===== src/hdl/jetp_pkg.sv =====
package jetp_pkg;

    localparam int MAX_DIM     = 4096;
    localparam int COORD_WIDTH = 32;
    localparam int FRAC_BITS   = 28;
    localparam int COUNT_WIDTH = 16;

    localparam int IDX_W      = $clog2(MAX_DIM);
    localparam int PROD_W     = 2 * COORD_WIDTH;
    localparam int WIDE_W     = PROD_W + 2;
    localparam int CFG_IDX_W  = 3;
    localparam int CFG_DATA_W = (COORD_WIDTH > COUNT_WIDTH) ? COORD_WIDTH : COUNT_WIDTH;

    localparam logic signed [COORD_WIDTH-1:0] COORD_MAX = {1'b0, {(COORD_WIDTH-1){1'b1}}};
    localparam logic signed [COORD_WIDTH-1:0] COORD_MIN = {1'b1, {(COORD_WIDTH-1){1'b0}}};
    localparam logic signed [WIDE_W-1:0]      WIDE_MAX  = WIDE_W'(COORD_MAX);
    localparam logic signed [WIDE_W-1:0]      WIDE_MIN  = WIDE_W'(COORD_MIN);

    // Escape radius squared, 4.0 in the coordinate format.
    localparam logic [COORD_WIDTH:0] ESCAPE_LIMIT = (COORD_WIDTH+1)'(1) << (FRAC_BITS + 2);

    localparam logic [COUNT_WIDTH-1:0] MAX_ITER_RESET = COUNT_WIDTH'(256);

    typedef enum logic [CFG_IDX_W-1:0] {
        REG_C_REAL,
        REG_C_IMAG,
        REG_MAX_ITER,
        REG_X_ORIGIN,
        REG_Y_ORIGIN,
        REG_X_STEP,
        REG_Y_STEP
    } reg_index_t;

    typedef enum logic [2:0] {
        ST_IDLE,
        ST_INIT,
        ST_START,
        ST_MUL,
        ST_UPD,
        ST_DONE
    } state_t;

    typedef struct packed {
        logic signed [COORD_WIDTH-1:0] c_real;
        logic signed [COORD_WIDTH-1:0] c_imag;
        logic [COUNT_WIDTH-1:0]        max_iterations;
        logic signed [COORD_WIDTH-1:0] x_origin;
        logic signed [COORD_WIDTH-1:0] y_origin;
        logic signed [COORD_WIDTH-1:0] x_step;
        logic signed [COORD_WIDTH-1:0] y_step;
    } cfg_t;

    typedef struct packed {
        logic sel_init;
        logic load_in;
        logic load_start;
        logic update;
        logic load_out;
    } cmd_t;

    typedef struct packed {
        logic stop;
    } status_t;

    function automatic logic signed [COORD_WIDTH-1:0] sat_coord(
        input logic signed [WIDE_W-1:0] v
    );
        logic signed [COORD_WIDTH-1:0] r;
        if (v > WIDE_MAX)
        begin
            r = COORD_MAX;
        end
        else if (v < WIDE_MIN)
        begin
            r = COORD_MIN;
        end
        else
        begin
            r = v[COORD_WIDTH-1:0];
        end
        return r;
    endfunction

endpackage


===== src/hdl/jetp_cfg_regs.sv =====
module jetp_cfg_regs (
    input  logic                              clk,
    input  logic                              rst_n,
    input  logic                              cfg_write,
    input  logic [jetp_pkg::CFG_IDX_W-1:0]    cfg_index,
    input  logic [jetp_pkg::CFG_DATA_W-1:0]   cfg_data,
    output jetp_pkg::cfg_t                    cfg
);
    import jetp_pkg::*;

    localparam cfg_t CFG_RESET = '{'0, '0, MAX_ITER_RESET, '0, '0, '0, '0};

    cfg_t cfg_reg;
    cfg_t cfg_next;

    always_comb
    begin
        cfg_next = cfg_reg;
        if (cfg_write)
        begin
            case (cfg_index)
                REG_C_REAL:   cfg_next.c_real         = cfg_data[COORD_WIDTH-1:0];
                REG_C_IMAG:   cfg_next.c_imag         = cfg_data[COORD_WIDTH-1:0];
                REG_MAX_ITER: cfg_next.max_iterations = cfg_data[COUNT_WIDTH-1:0];
                REG_X_ORIGIN: cfg_next.x_origin       = cfg_data[COORD_WIDTH-1:0];
                REG_Y_ORIGIN: cfg_next.y_origin       = cfg_data[COORD_WIDTH-1:0];
                REG_X_STEP:   cfg_next.x_step         = cfg_data[COORD_WIDTH-1:0];
                REG_Y_STEP:   cfg_next.y_step         = cfg_data[COORD_WIDTH-1:0];
                default:      cfg_next = cfg_reg;
            endcase
        end
    end

    always_ff @(posedge clk or negedge rst_n)
    begin
        if (!rst_n)
        begin
            cfg_reg <= CFG_RESET;
        end
        else
        begin
            cfg_reg <= cfg_next;
        end
    end

    assign cfg = cfg_reg;

endmodule


===== config.mk =====
export PLATFORM = sky130hd
export DESIGN_NAME = jetp_cfg_regs
export DESIGN_NICKNAME = d
export VERILOG_FILES = /design/src/hdl/jetp_pkg.sv /design/src/hdl/jetp_cfg_regs.sv
export SDC_FILE = /design/constraint.sdc
export NUM_CORES = 1
export LEC_CHECK = 0
export ABC_CLOCK_PERIOD_IN_PS = 800
export BUFFER_PORTS_ARGS = -buffer_cell sky130_fd_sc_hd__buf_2
export CORE_ASPECT_RATIO = 0.75
export CORE_MARGIN = 3
export CORE_UTILIZATION = 35
export DETAILED_ROUTE_END_ITERATION = 10
export GPL_TIMING_DRIVEN = 0
export PLACE_DENSITY = 0.65
export REMOVE_ABC_BUFFERS = 1
export SYNTH_ARGS = -nofsm -noshare
export SYNTH_HDL_FRONTEND = slang
export SYNTH_SLANG_ARGS = --single-unit
export TNS_END_PERCENT = 1

===== constraint.sdc =====
create_clock -name clk -period 0.8 [get_ports clk]
set_input_delay 0 -clock clk [delete_from_list [all_inputs] [get_ports clk]]
set_output_delay 0 -clock clk [all_outputs]
set_load 0.005 [all_outputs]

# Word-level counts from Yosys, hierarchy flattened
# Index checks and enable logic that the tools add are counted.
# totals
output_inout_bits,208
wordCells,21
inputBits,38
ff_bits,208
# classes
n_eq_ne,6
reduce_logical,8
# op_table
op,n
2-bit AND reduction,7
3-bit equality test (second input constant),3
3-bit by 2-bit equality test with 1-bit output (second input constant),2
3-bit by 1-bit equality test with 1-bit output (second input constant),1
3-bit zero test,1

# Logic depth before layout (Yosys ltp)
# Gate-level depths: netlist of the first run.
# depth
word_depth,2
depth_mapped,5
ltp_nobuf,2

# Least setup slack after synthesis of the first run
# Ideal clock, no wire load.
# synth_timing
path_kind,in2reg
start,input port cfg_index[0] (netlist name)
end,register cfg_reg (netlist bit cfg[176])
required_time_ns,0.673
stages,4
t_arrival_ns,1.066
setup_time_ns,0.127
setup_slack_ns,-0.393
path_buffers,2
cell_sequence,buf_2 nor4b_4 buf_6 mux2_1
# synth_via
elab_chain_cells,2
# synth_lines
item,line_no,text
"start, declared",jetp_cfg_regs.sv:5,"input logic [jetp_pkg::CFG_IDX_W-1:0] cfg_index,"
3-bit zero test,jetp_cfg_regs.sv:21,case (cfg_index)
2-bit AND reduction (no line),--,
"end signal, assigned",jetp_cfg_regs.sv:42,cfg_reg <= cfg_next;
"end, declared",jetp_cfg_regs.sv:13,cfg_t cfg_reg;
# No other way between the ends.
# A chain may end at the register's enable or synchronous reset.

# Worst setup path in the final report of the first run
# layout_timing
start,register cfg_reg (netlist bit cfg[136])
end,output port cfg[136] (netlist name)
# layout_rtl
item,line_no,text
"end, declared",jetp_cfg_regs.sv:7,output jetp_pkg::cfg_t cfg
# No word-level cell between the ends.

==> results of run 1 <==
[cell usage in the layout (no fill, tap or decap), drive strengths merged]
cell and n:
bufinv 2, inv 1, clkbuf 28, dlygate4sd3 32, clkinv 4, buf 273, nor4bb 3, clkinvlp 1
dfrtp 207, nor4b 1, mux2 208, dfstp 1, nand4b 3
[worst min path at each step]
stage                     slack, ps                   end          from  cells past startpoint
after CTS                      -380  cfg[196]$_DFFE_PN0P_         rst_n                      1
after floorplan                -300    cfg[0]$_DFFE_PN0P_         rst_n                      0
after global routing           -330  cfg[174]$_DFFE_PN0P_         rst_n                      1
after detailed placement        150  cfg[196]$_DFFE_PN0P_         rst_n                      1
after global placement          280  cfg[198]$_DFFE_PN0P_  cfg_data[22]                      2
final                          -400  cfg[196]$_DFFE_PN0P_         rst_n                      1
[cell families (layout without fill, tap and decap cells)]
kind of cell           count (synthesis)  in the layout
muxes                                208            208
and+or+nand+nor                        7              7
DFF                                  208            208
buffers and inverters                 26            341
[report_power, final]
| group | leakage (nW) | internal, mW | switching, mW |
|---|---|---|---|
| registers | 2.49 | 12.9 | 1.22 |
| clock network | 0.340 | 5.84 | 3.94 |
| logic | 2.42 | 3.84 | 2.53 |
| total | 5.25 | 22.5 | 7.70 |
[metal layers]
metal / vias up / share of wire (%) / track usage (%) / routed length (um)
met5: - / 0 / 0 / 0
met4: 0 / 1.3 / 2.941 / 265
met3: 20 / 11 / 7.087 / 2196
met2: 193 / 45 / 24.86 / 9000
met1: 2585 / 43 / 21.93 / 8678
li1: 2199 / - / - / -
[metrics by stage]
| step | cell area [um2] | utilization (%) |
|---|---|---|
| final | 10920 | 50.71 |
| after global routing | 10920 | 50.71 |
| after CTS | 10700 | 49.72 |
| after detailed placement | 9524 | 44.25 |
| after global placement | 9215 | 42.81 |
| after floorplan | 7629 | - |
[layout make-up]
type / count / share of cell area, %
clock buffers: 28 / 5.422
clock inverters: 8 / 0.8826
multi-input cells: 215 / 23.88
repair buffers: 305 / 18.82
flip-flops and latches: 208 / 47.70
well taps: 288 / 3.301
[repair_timing]
item | 4_1_cts | 5_1_grt
gates resized for setup | 40 | 29
endpoints found under the hold margin | 333 | 130
pin swaps | 0 | 3
setup buffers | 2 | 9
setup endpoints to repair | 415 | 343
==> flow_summary.ini, run 1 <==
[yosys]
synth_cell_types = 9
synthFlopType = dfrtp_1
synth_seq_cells = 208
synth-edff-count = 0
yosysSeqAreaShare_pct = 66.57
synthMuxAreaShare_pct = 29.95
synth-async-reset-ratio_pct = 100.0
yosysTopAreaCellShare_pct = 66.23
syn_inst = 449
yosys.area_share.simple_pct = 1.024
postSynthAreaPerCell_um2 = 17.42
yosysMostFrequentCell = dfrtp_1
synth-compound-area-share_pct = 0
synth_top_family_by_area = multiplexers
yosysTopAreaCell = dfrtp_1
yosys_warnings = 0
synth_common_cells = dfrtp_1 (207), mux2_2 (172), mux2_1 (36), buf_2 (16), buf_6 (10)
synth-xor-area-share_pct = 0
synth_fa_ha_area_share_pct = 0
synth_area_leaders = dfrtp_1 (66%), mux2_2 (25%), mux2_1 (5.2%), buf_6 (1.4%), buf_2 (1.0%)
syn-cell-area_um2 = 7821

[final_layout]
antenna_cells = 0
syn_to_final_growth_pct = 39.56
largest_register_ffs = 208
drive_gt1_share_pct = 65.18
fin_cells = 1052
multiInputGateArea_um2 = 2606
final_nets = 789
ff_latch_area_um2 = 5206
n_fill_cell = 1808

[die]
core-area_um2 = 21530
io_pins = 246
die_y_um = 135.5
rows = 46
initial_core_util_pct = 36.33
dieWidth_um = 178.6
die_area_um2 = 24190

[sta]
fin_crit_sh_pct = 138.8
worst_pin_slew_ps = 946.1
fin_skew_ps = 0
slew_headroom_pct = 36.93
whs_ps = -397.8
tns_ps = -46620
maxSlewViolCount = 0
rsz0062_at_grt = yes
hold_viol_final = 130
max_freq_ghz = 0.9003
setup_viol = 245
setup_slack_ps = -310.7
post-route-min-period_ps = 1111

[routing]
wirelength_um = 20140
viasPerCell = 4.750
drc = 0
wire_per_inst_um = 19.15
dr.pass1.iters = 4
route.vias.total = 4997
drtAntennaViolNets = 0
first_iter_violations = 144

[critical_path]
endpoint = cfg[136]
r2r_end = cfg[192]$_DFFE_PN0P_
path_max_fanout = 2
path_cells = buf_6
rrSetupSlack_ps = 10
arrival_ps = 1110
cp-start-kind = flip-flop
path_depth = 1
cp.required_ps = 800
crit_buf_inv = 1
crit_path_max_incr_delay_ps = 530
path_class = reg2out
r2r_cells = 1
endpoint_kind = output pin
crit_path_start = cfg[136]$_DFFE_PN1P_
regToRegStartpoint = cfg[192]$_DFFE_PN0P_
crit_family = flip-flops
cp_slowest_cell = dfstp_2

[place]
place_inst = 973
io_buffers = 245
dp_worst_setup_slack_ps = -1194
gp_congestion = 0.7486
dpl.hpwl_um = 14090

[global_route]
grt_max_degree = 127
grt_pass1_vias = 5245
grt_usage_pct = 16.29
grt_pass1_wl_um = 30880
antenna_found_initial = 0
grt-ovfl-total = 0

[cts]
cts_tree = yes
numCtsBuffers = 21
cts_hold_buf = 32
ctsLongestPathBuffers = 3
cts_sinks = 208
insertion_delay_ps = 490
cts-htree-levels = 1
cts_root_buf = clkbuf_16
clkSlewWorstSetupHoldPaths_ps = 60

[power]
leakage_nw = 5.249
powerDensity_nw_per_um2 = 2770
ir_drop_uv = 1553
power_mw = 30.23

[outcome]
status = complete, but fails checks
violations = hold timing, setup timing

[min_path]
hp-class = in2async

[run]
cap_violations = 0
(Power assumes the default switching activity.)
==> run 2, diff against run 1 <==
Settings changed: ABC_CLOCK_PERIOD_IN_PS 800 to 1260, PLACE_DENSITY 0.65 to 0.62.
Clock period 0.8 ns to 1.26 ns, I/O delays scaled along.
==> run 2 against run 1 <==
  * The run ends with hold timing left
  * Sequential share of layout area is 1.0 points higher
  * Critical endpoint is now cfg[168]$_DFFE_PN0P_
  * Highest routed layer unchanged
  * Global-route usage increased by 0.088 points
  * First-iteration DRC count is 45% higher
  * Clock skew is the same
  * Sequential cell count stayed put
  * Clock-buffer cell count is 2 higher
==> flow_summary.ini, run 2 (synthesis results as in run 1) <==
[final_layout]
postLayoutCoreUtil_pct = 49.66
antenna_cells = 0
final_common_cell = buf_2
drive_gt1_share_pct = 63.01
syn_to_final_growth_pct = 36.67
final_cell_mix = buf_2 (240), dfrtp_1 (207), mux2_2 (172)
largest_register_ffs = 208
final_nets = 790
fin_cells = 1053

[power]
ir_drop_uv = 948.4
powerDensity_nw_per_um2 = 1796
leakage_nw = 5.120
power_mw = 19.20

[sta]
post-route-min-period_ps = 1209
max_freq_ghz = 0.8272
setup_viol = 0
fin_skew_ps = 0
setup_slack_ps = 51.13
fin_crit_sh_pct = 95.94
hold_viol_final = 3
whs_ps = -26.00
slew_headroom_pct = 52.14
maxSlewViolCount = 0
worst_pin_slew_ps = 716.9
rsz0062_at_grt = yes

[routing]
viasPerCell = 4.721
first_iter_violations = 209
dr.pass1.iters = 4
drc = 0
drtAntennaViolNets = 0
route.vias.total = 4971
wirelength_um = 20240
wire_per_inst_um = 19.22

[global_route]
grt_pass1_wl_um = 31050
grt_max_degree = 116
grt-ovfl-total = 0
grt_usage_pct = 16.38
antenna_found_initial = 0
grt_pass1_vias = 5381

[place]
gp_congestion = 0.7394
place_inst = 976
io_buffers = 245
dp_worst_setup_slack_ps = -580.5
dpl.hpwl_um = 14530

[critical_path]
endpoint_kind = flip-flop
crit_path_max_incr_delay_ps = 680
crit_buf_inv = 3
arrival_ps = 1590
crit_family = simple AND/OR/NAND/NOR gates
path_max_fanout = 9
rrSetupSlack_ps = 440
cp-start-kind = primary input
cp.required_ps = 1640
path_class = in2reg
r2r_cells = 1
endpoint = cfg[168]$_DFFE_PN0P_
regToRegStartpoint = cfg[207]$_DFFE_PN0P_
cp_slowest_cell = nor4bb_4
path_depth = 5
path_cells = buf_4 -> nor4bb_4 -> buf_8 -> buf_12 -> mux2_2
crit_path_start = cfg_index[1]
r2r_end = cfg[207]$_DFFE_PN0P_

[die]
core-area_um2 = 21530
die_y_um = 135.5
die_area_um2 = 24190
io_pins = 246
dieWidth_um = 178.6
initial_core_util_pct = 36.33
rows = 46

[cts]
cts_sinks = 208
numCtsBuffers = 22
cts_hold_buf = 34
insertion_delay_ps = 500
cts_tree = yes
cts-htree-levels = 1
ctsLongestPathBuffers = 3
cts_root_buf = clkbuf_16
clkSlewWorstSetupHoldPaths_ps = 60

[min_path]
hp-class = in2reg

[outcome]
status = complete, but fails checks
violations = hold timing

[run]
cap_violations = 0
## run 2: cell types whose count changed in the layout (fill, tap and decap cells not counted), sizes merged
| cell | change |
|---|---|
| dlymetal6s4s | +1 |
| clkbuf | +2 |
| dlygate4sd3 | +1 |
| buf | -2 |
| clkinvlp | +1 |
| clkinv | -1 |
| inv | -1 |
## run 2: through the flow
stage | TNS [ps] | area [um2] | hold WS [ps]
after global placement | -1318570 | 9215 | 276.4
after global routing | -11.97 | 10690 | -30.05
final | 0 | 10690 | -26.00
after CTS | -5.183 | 10650 | -55.09
after floorplan | -232040 | 7629 | -295.6
after detailed placement | -59160 | 9545 | 126.3
## run 2: where the power goes
part	switching, mW	internal [mW]	total (mW)
Sequential	0.734	8.16	8.89
Clock	2.58	3.95	6.53
Combinational	1.60	2.18	3.77
## run 2: final cells by class
cell class | count | area [um2]
multi-input cells | 215 | 2467
flip-flops and latches | 208 | 5206
clock buffers | 30 | 641.9
clock inverters | 7 | 90.09
fillers | 1879 | 10840
well taps | 288 | 360.3
repair buffers | 305 | 1923
## run 2: layer usage
| layer | global-route usage (%) | share of wire [%] | vias up |
|---|---|---|---|
| met5 | 0 | 0 | - |
| met3 | 5.602 | 9.7 | 24 |
| met2 | 26.48 | 45 | 203 |
| met1 | 21.46 | 44 | 2535 |
| met4 | 3.633 | 1.8 | 0 |
| li1 | - | - | 2209 |
## run 2: worst min path at each step
stage / startpoint / endpoint / slack, ps / cells after the start
after floorplan: rst_n / cfg[0]$_DFFE_PN0P_ / -300 / 0
after global placement: cfg_data[22] / cfg[198]$_DFFE_PN0P_ / 280 / 2
after detailed placement: rst_n / cfg[177]$_DFFE_PN0P_ / 130 / 1
after global routing: cfg_index[1] / cfg[185]$_DFFE_PN0P_ / -30 / 3
final: cfg_index[2] / cfg[185]$_DFFE_PN0P_ / -30 / 3
after CTS: cfg_index[2] / cfg[185]$_DFFE_PN0P_ / -60 / 3
## run 2: timing repair
action | in CTS | in global routing
hold endpoints to repair | 321 | 3
setup buffers | 3 | 3
setup endpoints to repair | 16 | 104
gates resized for setup | 3 | 6
