[config.mk]
export PLATFORM = sky130hd
export DESIGN_NAME = jetp_ctrl
export DESIGN_NICKNAME = d
export VERILOG_FILES = /design/src/hdl/jetp_pkg.sv /design/src/hdl/jetp_ctrl.sv
export SDC_FILE = /design/constraint.sdc
export NUM_CORES = 1
export LEC_CHECK = 0
export ABC_CLOCK_PERIOD_IN_PS = 1200
export BUFFER_PORTS_ARGS = -buffer_cell sky130_fd_sc_hd__buf_4
export CAP_MARGIN = 20
export CORE_AREA = 10 10 47 49
export DETAILED_ROUTE_END_ITERATION = 6
export DIE_AREA = 0 0 57 59
export SYNTH_ARGS = -nofsm -noshare
export SYNTH_HDL_FRONTEND = slang
export SYNTH_SLANG_ARGS = --single-unit
[constraint.sdc]
create_clock -name clk -period 1.2 [get_ports clk]
set_input_delay 0.06 -clock clk [delete_from_list [all_inputs] [get_ports clk]]
set_output_delay 0.06 -clock clk [all_outputs]
set_load 0.03 [all_outputs]
[src/hdl/jetp_pkg.sv]
package jetp_pkg;

    localparam int MAX_DIM     = 4096;
    localparam int COORD_WIDTH = 32;
    localparam int FRAC_BITS   = 28;
    localparam int COUNT_WIDTH = 16;

    localparam int IDX_W      = $clog2(MAX_DIM);
    localparam int PROD_W     = 2 * COORD_WIDTH;
    localparam int WIDE_W     = PROD_W + 2;
    localparam int CFG_IDX_W  = 3;
    localparam int CFG_DATA_W = (COORD_WIDTH > COUNT_WIDTH) ? COORD_WIDTH : COUNT_WIDTH;

    localparam logic signed [COORD_WIDTH-1:0] COORD_MAX = {1'b0, {(COORD_WIDTH-1){1'b1}}};
    localparam logic signed [COORD_WIDTH-1:0] COORD_MIN = {1'b1, {(COORD_WIDTH-1){1'b0}}};
    localparam logic signed [WIDE_W-1:0]      WIDE_MAX  = WIDE_W'(COORD_MAX);
    localparam logic signed [WIDE_W-1:0]      WIDE_MIN  = WIDE_W'(COORD_MIN);

    // Escape radius squared, 4.0 in the coordinate format.
    localparam logic [COORD_WIDTH:0] ESCAPE_LIMIT = (COORD_WIDTH+1)'(1) << (FRAC_BITS + 2);

    localparam logic [COUNT_WIDTH-1:0] MAX_ITER_RESET = COUNT_WIDTH'(256);

    typedef enum logic [CFG_IDX_W-1:0] {
        REG_C_REAL,
        REG_C_IMAG,
        REG_MAX_ITER,
        REG_X_ORIGIN,
        REG_Y_ORIGIN,
        REG_X_STEP,
        REG_Y_STEP
    } reg_index_t;

    typedef enum logic [2:0] {
        ST_IDLE,
        ST_INIT,
        ST_START,
        ST_MUL,
        ST_UPD,
        ST_DONE
    } state_t;

    typedef struct packed {
        logic signed [COORD_WIDTH-1:0] c_real;
        logic signed [COORD_WIDTH-1:0] c_imag;
        logic [COUNT_WIDTH-1:0]        max_iterations;
        logic signed [COORD_WIDTH-1:0] x_origin;
        logic signed [COORD_WIDTH-1:0] y_origin;
        logic signed [COORD_WIDTH-1:0] x_step;
        logic signed [COORD_WIDTH-1:0] y_step;
    } cfg_t;

    typedef struct packed {
        logic sel_init;
        logic load_in;
        logic load_start;
        logic update;
        logic load_out;
    } cmd_t;

    typedef struct packed {
        logic stop;
    } status_t;

    function automatic logic signed [COORD_WIDTH-1:0] sat_coord(
        input logic signed [WIDE_W-1:0] v
    );
        logic signed [COORD_WIDTH-1:0] r;
        if (v > WIDE_MAX)
        begin
            r = COORD_MAX;
        end
        else if (v < WIDE_MIN)
        begin
            r = COORD_MIN;
        end
        else
        begin
            r = v[COORD_WIDTH-1:0];
        end
        return r;
    endfunction

endpackage

[src/hdl/jetp_ctrl.sv]
module jetp_ctrl (
    input  logic               clk,
    input  logic               rst_n,
    input  logic               in_valid,
    output logic               in_stall,
    output logic               out_valid,
    input  logic               out_stall,
    input  jetp_pkg::status_t  status,
    output jetp_pkg::cmd_t     cmd
);
    import jetp_pkg::*;

    state_t state_reg, state_next;
    logic   out_valid_reg, out_valid_next;
    logic   out_free;

    assign out_free = !out_valid_reg || !out_stall;

    always_comb
    begin
        state_next = state_reg;
        cmd        = '0;
        in_stall   = 1'b1;
        case (state_reg)
            ST_IDLE:
            begin
                in_stall = 1'b0;
                if (in_valid)
                begin
                    cmd.load_in = 1'b1;
                    state_next  = ST_INIT;
                end
            end
            ST_INIT:
            begin
                cmd.sel_init = 1'b1;
                state_next   = ST_START;
            end
            ST_START:
            begin
                cmd.load_start = 1'b1;
                state_next     = ST_MUL;
            end
            ST_MUL:
            begin
                state_next = ST_UPD;
            end
            ST_UPD:
            begin
                if (status.stop)
                begin
                    state_next = ST_DONE;
                end
                else
                begin
                    cmd.update = 1'b1;
                    state_next = ST_MUL;
                end
            end
            ST_DONE:
            begin
                if (out_free)
                begin
                    cmd.load_out = 1'b1;
                    state_next   = ST_IDLE;
                end
            end
            default:
            begin
                state_next = ST_IDLE;
            end
        endcase

        if (cmd.load_out)
        begin
            out_valid_next = 1'b1;
        end
        else if (out_valid_reg && !out_stall)
        begin
            out_valid_next = 1'b0;
        end
        else
        begin
            out_valid_next = out_valid_reg;
        end
    end

    always_ff @(posedge clk or negedge rst_n)
    begin
        if (!rst_n)
        begin
            state_reg     <= ST_IDLE;
            out_valid_reg <= 1'b0;
        end
        else
        begin
            state_reg     <= state_next;
            out_valid_reg <= out_valid_next;
        end
    end

    assign out_valid = out_valid_reg;

endmodule

Word-level counts from Yosys, hierarchy flattened --
Cells that the tools add are included.
Word-level totals: flip-flop bits (word level) 4, bits of input ports 5
Cells by class: equal/unequal tests 7, multiplexer cells 15, reduce and logical (&&, ||, !) cells 7
Operators by type and width (count):
- $pmux 3 s6 | 1
- $mux 1 | 11
- $mux 3 | 3
- $eq 3x2->1 const B | 2
- $eq 3x3->1 const B | 2
- $ne 2x2->1 const B | 2
- $eq 3x1->1 const B | 1
- $logic_not 3->1 | 1
- $logic_not 1->1 | 2
- $reduce_and 2->1 | 1
- $reduce_bool 2->1 | 1
- $logic_and 1x1->1 | 1
- $logic_or 1x1->1 | 1

Depth between registers and ports, before layout --
Gate-level depths: netlist of run 1.
depth after elaboration 5, mapped depth 4, mapped depth without buffers 3

Least setup slack after synthesis of run 1 --
OpenSTA, ideal clock, no wires.
path type flip-flop to flip-flop, start point reg state_reg[0], end point reg state_reg[1], library setup time 0.078 ns, data arrival time 1.371 ns, data required time 1.122 ns, setup slack -0.249 ns, stages on the path, launching flop included 4, clock period less this slack 1.449 ns, cells stage by stage dfrtp_1 > buf_6 > nor4b_2 > o21bai_1
On the way: cells in the longest elaborated chain, start to end 3, elaborated cells on any way between the ends 10, classes of those cells eq/ne (7); mux (1); reduce/logical (2)
RTL lines:
- start, declared | RTL line jetp_ctrl.sv:13 | state_t state_reg, state_next;
- start signal, assigned | RTL line jetp_ctrl.sv:97 | state_reg <= state_next;
- $eq 3x3->1 or $logic_not 3->1 (tied branches) | RTL line jetp_ctrl.sv:24 | case (state_reg)
- $ne 2x2->1 (no source line)
- $reduce_and 2->1 (no source line)
Several ways; a longest one is shown, not always the timed one. A chain may end at the register's enable or synchronous reset.

==> results.json, run 1 <==
{
  "grtUsageTotal_pct": 5.07,
  "timing.fmax_mhz": 750,
  "design.core.area_sq_um": 1400,
  "nFillCells": 163,
  "netlist_area_sq_um": 278,
  "avgViaCountPerCell": 4.33,
  "pre_cts_slack_ns": 0.0788,
  "synth_seq_area_share_pct": 36.0,
  "clock_tree.root_cell": "clkbuf_4",
  "hold_slack_ns": 0.0835,
  "drt-pass1-iter-count": 4,
  "antenna_found_initial": 0,
  "period_share_pct": 111,
  "length_of_routed_met2_wiring_microns": 330,
  "layout_min_cycle_time_ns": 1.33,
  "maximum_buffer_depth_of_the_clock_tree": 2,
  "swShare_pct": 43.5,
  "finalNetCount": 51,
  "route.vias.total": 260,
  "fin_util_pct": 32.9,
  "fp-row-count": 14,
  "detail-route-antenna-nets": 0,
  "layout.cell_area.non_filler_sq_um": 460,
  "count_of_endpoints_failing_hold_in_the_final_timing_report": 0,
  "synth.avg_cell_area_sq_um": 9.92,
  "worst_slew_margin_rel_pct": 84.8,
  "die_extent_in_y_microns": 59,
  "run_status": "finished with violations",
  "ys.warnings.count": 0,
  "worst_hold_path_type": "input pin to flop",
  "synth_largest_area_cell": "dfrtp_1",
  "remaining_drc_errors": 0,
  "die_area_sq_um": 3360,
  "comb_power_share_pct": 67.2,
  "report.final.setup_viol": 6,
  "final_max_slew_viol_count": 0,
  "chipWidth_microns": 57,
  "ys_top_cells_by_area": "dfrtp_1 36%, buf_6 8.1%, buf_4 5.4%",
  "synth_seq_cells": 4,
  "grt_max_degree": 11,
  "gp_routability_congestion": 0.735,
  "maxCapViolCount": 0,
  "floorplan.initialDensity_pct": 19.8,
  "routed.top_layer": "met4",
  "total_switching_power_mw": 0.579,
  "first_global_vias": 283,
  "seq_power_share_pct": 20.2,
  "p_per_area_nw_per_um2": 2900,
  "finalPower_mw": 1.33,
  "drt_iter0_drc": 4,
  "synth_cells": 28,
  "synth.top_cell.area_share_pct": 36.0,
  "clock_skew_ns": 0.00448,
  "met3WireLength_microns": 80,
  "clock_latency_ns": 0.24,
  "setup-tns-final_ns": -0.344,
  "placed_cell_area_sq_um": 387,
  "cts-buffers-inserted": 3,
  "end_kind": "primary output",
  "met1_length_microns": 276,
  "largest_register_ffs": 3,
  "clkSinkCount": 4,
  "critPathArrivalTime_ns": 1.27,
  "place.detailed.instances": 55,
  "final_critical_path_setup_slack_ns": -0.133,
  "synth_net_count": 33,
  "worstMarginPinSlew_ns": 0.227,
  "most-common-layout-cells": "11 x buf_4, 5 x buf_6, 3 x clkbuf_4, 3 x dfrtp_1",
  "cts.htree.levels": 1,
  "violations_in_the_final_reports": "negative setup slack",
  "drt-wirelength-per-cell_microns": 11.8,
  "insertedDiodeCount": 0,
  "port_buffers": 11,
  "maximum_fanout_encountered_on_the_critical_timing_path": 7,
  "rsz0062_at_grt": "yes",
  "irDropWorstVdd_mv": 0.719,
  "cts_tree": "yes",
  "area_delta_synth_final_pct": 65.8,
  "path_clk_slew_ns": 0.04,
  "cp_startpoint_kind": "flop",
  "io_pins": 12,
  "drt_wl_total_microns": 708,
  "global_route_wire_length_before_repair_mm": 1.26,
  "grt-ovfl-total": 0,
  "critPathKind": "flop to primary output",
  "critical_path_required_ns": 1.14,
  "synth_cell_types": 20,
  "most_common_library_cell_in_the_layout_ignoring_fill_and_taps": "buf_4",
  "p_leak_nw": 0.214,
  "drive_above_1_share_pct": 59.1,
  "finish.cell_count_without_fillers": 60,
  "internal-power_mw": 0.754,
  "power.share.clock_pct": 12.6
}
power by group through the flow:
| stage | sequential (mW) | clock [mW] | combinational, mW |
|---|---|---|---|
| floorplan | 0.258 | 0 | 0.608 |
| global placement | 0.255 | 0 | 0.812 |
| detailed placement | 0.261 | 0 | 0.815 |
| CTS | 0.259 | 0.176 | 0.880 |
| global route | 0.284 | 0.178 | 0.971 |
| finish | 0.269 | 0.168 | 0.896 |
cell usage after synthesis (all sizes together):
cell	count
nand3b	1
buf	4
o21bai	1
nand2b	1
xnor2	1
nor4b	1
o21ba	1
a21oi	2
inv	1
or3	1
nand3	1
nand2	2
a31oi	1
dfrtp	4
a221oi	1
nor2	2
a21o	1
nor3b	2
per-layer routing:
layer | vias to the layer above | global-route usage, %
met4 | 0 | 8.05
li1 | 130 | -
met2 | 12 | 6.51
met3 | 2 | 2.79
met5 | - | 0
met1 | 116 | 4.55
path summary, 6_finish.rpt:
check / from / endpoint / slack, ns / cells after the start
max in group asynchronous: rst_n / state_reg[1] / 0.94 / 2
min reg2reg: out_valid / out_valid / 0.58 / 2
min in group asynchronous: rst_n / state_reg[1] / 0.16 / 2
min: out_stall / out_valid / 0.08 / 3
max: state_reg[1] / cmd[3] / -0.13 / 3
max reg2reg: state_reg[0] / state_reg[0] / 0.13 / 4
logic make-up (layout without fill, tap and decap cells):
family	count (synthesis)	after routing	share of synthesized area (%)
AND/OR/NAND/NOR	11	11	27.9
AO/OA/AOI/OAI	7	7	18.0
buffers and inverters	5	21	14.9
flip-flops	4	4	36.0
XOR/XNOR	1	1	3.15
final cells by class:
class	count	area, sq um	share of cell area [%]
multi-input cells	19	164	35.6
clock buffers	3	22.5	4.89
flip-flops and latches	4	101	22.0
well taps	16	20.0	4.35
inverters	1	3.75	0.815
repair buffers	17	149	32.3
repair_timing:
item,CTS,global route
resized for setup,5,4
buffers inserted,1,0
setup endpoints to repair,6,6
endpoints found under the hold margin,4,0
hold buffers,1,0
critical path, cell delays in order (launching register included):
cell and delay [ns]:
dfrtp_2 0.44, or3_4 0.36, nor2_4 0.11, buf_6 0.13
(Power assumes the default switching activity.)
==> run 2, diff against run 1 <==
--- a/config.mk
+++ b/config.mk
@@ -5,12 +5,14 @@
 export SDC_FILE = /design/constraint.sdc
 export NUM_CORES = 1
 export LEC_CHECK = 0
+export ABC_AREA = 1
 export ABC_CLOCK_PERIOD_IN_PS = 1200
 export BUFFER_PORTS_ARGS = -buffer_cell sky130_fd_sc_hd__buf_4
 export CAP_MARGIN = 20
 export CORE_AREA = 10 10 47 49
 export DETAILED_ROUTE_END_ITERATION = 6
 export DIE_AREA = 0 0 57 59
+export SLEW_MARGIN = 10
 export SYNTH_ARGS = -nofsm -noshare
 export SYNTH_HDL_FRONTEND = slang
 export SYNTH_SLANG_ARGS = --single-unit
==> run 2 against run 1 <==
The run now ends clean; setup slack better by 0.14 ns; worst hold slack worse by 0.028 ns; synthesized area down 18%; critical path type unchanged; core utilization down 4.8 points; synthesized cell count up 11%; largest cell class is now non-clock buffers; combinational power down 28%; sequential share of layout area up 4.4 points; clock-buffer cell count unchanged; first-iteration DRC count up 25%.
==> results.json, run 2 <==
{
  "crit_chain": "nor2_4 -> nand3b_1 -> inv_1 -> buf_6",
  "detail-route-antenna-nets": 0,
  "synth_seq_area_share_pct": 44.0,
  "path_clk_slew_ns": 0.04,
  "antenna_found_initial": 0,
  "period_share_pct": 99.6,
  "nFillCells": 158,
  "irDropWorstVdd_mv": 1.02,
  "critPathArrivalTime_ns": 1.13,
  "synth-async-reset-ratio_pct": 100,
  "count_of_endpoints_failing_hold_in_the_final_timing_report": 0,
  "report.final.setup_viol": 0,
  "final_max_slew_viol_count": 0,
  "clkSinkCount": 4,
  "critPathKind": "flop to primary output",
  "clock_latency_ns": 0.23,
  "p_leak_nw": 0.219,
  "swShare_pct": 49.0,
  "netlist_area_sq_um": 228,
  "cts-buffers-inserted": 3,
  "run_status": "finished, final reports clean",
  "chipWidth_microns": 57,
  "global_route_wire_length_before_repair_microns": 993,
  "drt-wirelength-per-cell_microns": 9.74,
  "drt_iter0_drc": 5,
  "number_of_buffer_and_inverter_instances_along_the_worst_setup_path": 2,
  "cp_startpoint_kind": "flop",
  "ys_top_cells_by_area": "dfrtp_1 44%, nand3_1 15%, inv_1 12%",
  "timing.fmax_mhz": 837,
  "cts_tree": "yes",
  "comb_power_share_pct": 58.1,
  "place.detailed.instances": 57,
  "maxCapViolCount": 0,
  "die_area_sq_um": 3360,
  "synthFlopType": "dfrtp_1",
  "total_switching_power_mw": 0.547,
  "power.share.clock_pct": 14.4,
  "maximum_fanout_encountered_on_the_critical_timing_path": 6,
  "critical_path_required_ns": 1.14,
  "finalNetCount": 53,
  "drive_above_1_share_pct": 54.3,
  "design.core.area_sq_um": 1400,
  "synth_largest_area_cell": "dfrtp_1",
  "pre_cts_slack_ns": 0.194,
  "drt_wl_total_microns": 604,
  "grtUsageTotal_pct": 3.90,
  "rsz0062_at_grt": "yes",
  "ys.warnings.count": 0,
  "avgViaCountPerCell": 3.89,
  "hold_slack_ns": 0.0558,
  "critical_path.top_delay_family": "flip-flops",
  "grt-ovfl-total": 0,
  "maximum_buffer_depth_of_the_clock_tree": 2,
  "cp_slowest_stage_delay_ns": 0.45,
  "seq_power_share_pct": 27.6,
  "end_kind": "primary output",
  "io_pins": 12,
  "synth_net_count": 36,
  "internal-power_mw": 0.570,
  "synth_seq_cells": 4,
  "final_critical_path_setup_slack_ns": 0.00514,
  "remaining_drc_errors": 0,
  "yosys-top-cells-count": "7 x inv_1, 7 x nand3_1, 4 x dfrtp_1",
  "fp-row-count": 14,
  "p_per_area_nw_per_um2": 2840,
  "worst_slew_margin_rel_pct": 90.4,
  "largest_register_ffs": 3,
  "route.vias.total": 241,
  "number_of_flops_mapped_to_enable_cells_by_yosys": 0,
  "worstMarginPinSlew_ns": 0.143,
  "cts.htree.levels": 1,
  "area_delta_synth_final_pct": 72.5,
  "synth_cell_types": 13,
  "worst_hold_path_type": "input pin to flop",
  "dp_hpwl_microns": 502,
  "slowest_stage": "dfrtp_2",
  "finish.cell_count_without_fillers": 62,
  "die_extent_in_y_microns": 59,
  "most-common-layout-cells": "9 x buf_4, 6 x inv_1, 6 x nand3_1",
  "most_common_library_cell_in_the_layout_ignoring_fill_and_taps": "buf_4",
  "insertedDiodeCount": 0,
  "clock_skew_ns": 0.00241,
  "synth.avg_cell_area_sq_um": 7.35,
  "grt_max_degree": 7,
  "layout_min_cycle_time_ns": 1.19,
  "gp_routability_congestion": 0.801,
  "port_buffers": 11,
  "finalPower_mw": 1.12,
  "synth.top_cell.area_share_pct": 44.0,
  "synth_cells": 31,
  "clock_tree.root_cell": "clkbuf_4",
  "floorplan.initialDensity_pct": 16.2,
  "drt-pass1-iter-count": 4,
  "reg2reg_setup_slack_ns": 0.21,
  "first_global_vias": 247
}
-- run 2: cell count changes after synthesis, sizes merged, moves of 2 or more --
| cell | before | now |
|---|---|---|
| nor2 | 2 | 4 |
| nand3 | 1 | 7 |
| nor3b | 2 | 0 |
| a21oi | 2 | 0 |
| o21ai | 0 | 2 |
| inv | 1 | 8 |
| buf | 4 | 1 |
-- run 2: final timing paths --
| check | startpoint | cells past startpoint | to |
|---|---|---|---|
| max in group asynchronous | rst_n | 2 | state_reg[1] |
| setup reg to reg | state_reg[0] | 4 | state_reg[0] |
| min in group asynchronous | rst_n | 2 | out_valid |
| hold reg to reg | out_valid | 2 | out_valid |
| setup / recovery | state_reg[0] | 4 | cmd[1] |
| hold / removal | out_stall | 3 | out_valid |
-- run 2: cell families after synthesis --
| kind of cell | synth area share [%] |
|---|---|
| AOI/OAI and AO/OA | 4.39 |
| buffers and inverters | 16.5 |
| DFF | 44.0 |
| and+or+nand+nor | 35.2 |
-- run 2: final cells by class --
type | count | area, sq um | area share [%]
inverter | 8 | 30.0 | 7.64
timing repair buffer | 13 | 111 | 28.3
clock buffer | 3 | 22.5 | 5.73
sequential | 4 | 104 | 26.4
multi-input combinational | 18 | 105 | 26.8
tap | 16 | 20.0 | 5.10
-- run 2: metal layers --
layer	share of wire (%)	GRT usage, %	up-vias
li1	-	-	127
met1	47	4.07	106
met2	39	4.03	8
met3	14	5.15	0
met4	0	2.01	0
met5	0	0	-
-- run 2: power groups by stage --
stage | Sequential [mW] | Combinational (mW) | Clock, mW
2_1_floorplan | 0.287 | 0.397 | 0
3_3_place_gp | 0.273 | 0.609 | 0
3_5_place_dp | 0.277 | 0.612 | 0
4_1_cts | 0.280 | 0.617 | 0.173
5_1_grt | 0.319 | 0.701 | 0.191
6_report | 0.308 | 0.648 | 0.161
-- run 2: timing repair --
item	CTS	global route
hold endpoints to repair	4	0
setup endpoints to repair	2	5
hold buffers	1	0
buffers inserted	0	1
resized for setup	1	9
pin swaps	1	2
-- run 2: per-stage QoR --
stage	instance area [sq um]	utilization [%]	TNS [ns]
detailed placement	325	23.2	0
global placement	325	23.2	0
finish	393	28.0	0
floorplan	230	-	0
CTS	359	25.6	-0.0205
global route	393	28.0	-0.161
-- run 2: worst register-to-register path, cell delays in order, from the launching register on --
cell     delay, ns
dfrtp_2       0.45
nor2_4        0.14
nand2_2       0.07
nor2_1        0.12
o21ai_1       0.08
==> run 3, diff against run 2 <==
--- a/config.mk
+++ b/config.mk
@@ -9,10 +9,15 @@
 export ABC_CLOCK_PERIOD_IN_PS = 1200
 export BUFFER_PORTS_ARGS = -buffer_cell sky130_fd_sc_hd__buf_4
 export CAP_MARGIN = 20
+export CELL_PAD_IN_SITES_DETAIL_PLACEMENT = 1
+export CELL_PAD_IN_SITES_GLOBAL_PLACEMENT = 2
 export CORE_AREA = 10 10 47 49
 export DETAILED_ROUTE_END_ITERATION = 6
 export DIE_AREA = 0 0 57 59
+export PLACE_DENSITY_LB_ADDON = 0.1
+export REMOVE_ABC_BUFFERS = 1
 export SLEW_MARGIN = 10
 export SYNTH_ARGS = -nofsm -noshare
 export SYNTH_HDL_FRONTEND = slang
 export SYNTH_SLANG_ARGS = --single-unit
+export TNS_END_PERCENT = 1
==> run 3 against run 2 <==
The run now ends with negative setup slack left; clock power grew 4%; first-iteration DRC count increased by 100%; register-to-register slack improved by 0.03 ns; critical path depth unchanged; total power grew 0.18%; global-route usage grew 1.1 points; die area unchanged; sequential power barely moved; wire length up 19%; combinational power is 0.9% lower.
==> results.json, run 3 (same netlist as run 2, synthesis figures left out) <==
{
  "layout_min_cycle_time_ns": 1.20,
  "global_route_wire_length_before_repair_mm": 1.30,
  "worst_hold_startpoint": "out_stall",
  "first_global_vias": 289,
  "path_clk_slew_ns": 0.04,
  "drt_iter0_drc": 10,
  "violations_in_the_final_reports": "negative setup slack",
  "cts_tree": "yes",
  "layout.cell_area.non_filler_sq_um": 382,
  "cts-buffers-inserted": 3,
  "period_share_pct": 100,
  "worstMarginPinSlew_ns": 0.176,
  "avgViaCountPerCell": 4.19,
  "grt_max_degree": 7,
  "clock_tree.root_cell": "clkbuf_4",
  "port_buffers": 11,
  "final_critical_path_setup_slack_ns": -0.000119,
  "hold_slack_ns": 0.0550,
  "final_max_slew_viol_count": 0,
  "drt_wl_total_microns": 720,
  "maximum_buffer_depth_of_the_clock_tree": 2,
  "timing.fmax_mhz": 833,
  "p_leak_nw": 0.220,
  "maximum_fanout_encountered_on_the_critical_timing_path": 6,
  "report.final.setup_viol": 1,
  "placed_cell_area_sq_um": 323,
  "reg2reg_from": "state_reg[0]",
  "most-common-layout-cells": "10 x buf_4, 7 x nand3_1, 6 x inv_1, 3 x clkbuf_4, 3 x dfrtp_2",
  "grtUsageTotal_pct": 5.02,
  "drt-pass1-iter-count": 4,
  "r2r.worst_path.cells": 4,
  "chipWidth_microns": 57,
  "cp_startpoint_kind": "flop",
  "design.core.area_sq_um": 1400,
  "fin_util_pct": 27.2,
  "cts.htree.levels": 1,
  "clock_latency_ns": 0.23,
  "finish.cell_count_without_fillers": 62,
  "crit_chain": "nor2_4 -> nand2_2 -> nor2_2 -> buf_6",
  "p_per_area_nw_per_um2": 2930,
  "finalNetCount": 53,
  "critical_path_required_ns": 1.14,
  "rsz0062_at_grt": "yes",
  "pre_cts_slack_ns": 0.183,
  "count_of_endpoints_failing_hold_in_the_final_timing_report": 0,
  "area_delta_synth_final_pct": 67.6,
  "slowest_stage": "dfrtp_2",
  "worst_slew_margin_rel_pct": 88.1,
  "cp_slowest_stage_delay_ns": 0.44,
  "drive_above_1_share_pct": 50.0,
  "fp-row-count": 14,
  "worst_hold_path_type": "input pin to flop",
  "place.detailed.instances": 57,
  "clkSinkCount": 4,
  "die_area_sq_um": 3360,
  "detail-route-antenna-nets": 0,
  "insertedDiodeCount": 0,
  "remaining_drc_errors": 0,
  "largest_register_ffs": 3,
  "worst_hold_path.num_cells": 3,
  "grt-ovfl-total": 0,
  "gp_routability_congestion": 0.732,
  "finalPower_mw": 1.12,
  "antenna_found_initial": 0,
  "critPathArrivalTime_ns": 1.14,
  "min_delay_worst_endpoint": "out_valid",
  "critPathKind": "flop to primary output",
  "setup-tns-final_ns": -0.000119,
  "clock_skew_ns": 0.00202,
  "route.vias.total": 260,
  "drt-wirelength-per-cell_microns": 11.6,
  "reg2reg_setup_slack_ns": 0.24,
  "irDropWorstVdd_mv": 0.684,
  "die_extent_in_y_microns": 59,
  "io_pins": 12,
  "dp_hpwl_microns": 571,
  "floorplan.initialDensity_pct": 16.2,
  "most_common_library_cell_in_the_layout_ignoring_fill_and_taps": "buf_4",
  "end_kind": "primary output",
  "maxCapViolCount": 0,
  "r2r-end": "state_reg[1]",
  "run_status": "finished with violations"
}
==> run 3: final cells by class <==
cell class / instances / area, sq um
Clock buffer: 3 / 22.5
Sequential cell: 4 / 104
Multi-Input combinational cell: 18 / 97.6
Timing Repair Buffer: 13 / 108
Fill cell: 184 / 1020
Tap cell: 16 / 20.0
Inverter: 8 / 30.0
==> run 3: worst max path at each step <==
stage                      start  slack [ns]     end  cells past startpoint
floorplan           state_reg[0]       -0.02  cmd[3]                      3
global placement    state_reg[0]        0.19  cmd[1]                      4
detailed placement  state_reg[0]        0.18  cmd[3]                      4
CTS                 state_reg[1]       -0.03  cmd[0]                      4
global route        state_reg[1]       -0.08  cmd[0]                      4
finish              state_reg[0]     -0.0001  cmd[3]                      4
==> run 3: critical path: cells and delay by family (launching register included) <==
| kind | cells | cell delay [ns] |
|---|---|---|
| DFF | 1 | 0.44 |
| and+or+nand+nor | 3 | 0.33 |
| buffers and inverters | 1 | 0.14 |
==> run 3: what timing repair did <==
item	in CTS	in global routing
pin swaps	1	1
setup endpoints to repair	3	5
gates resized for setup	4	4
hold endpoints to repair	4	0
setup buffers	0	1
hold buffers	1	0
==> run 3: layer usage <==
layer	vias up	global-route usage, %	share of wire, %
met3	2	1.29	4.2
met4	0	7.05	3.8
met2	8	7.44	50
li1	128	-	-
met1	122	4.90	42
met5	-	0	0
==> run 3: power by group <==
| group | switching, mW | internal [mW] | leakage [nW] |
|---|---|---|---|
| clock network | 0.0561 | 0.112 | 0.0138 |
| logic | 0.404 | 0.239 | 0.159 |
| registers | 0.0988 | 0.210 | 0.0474 |
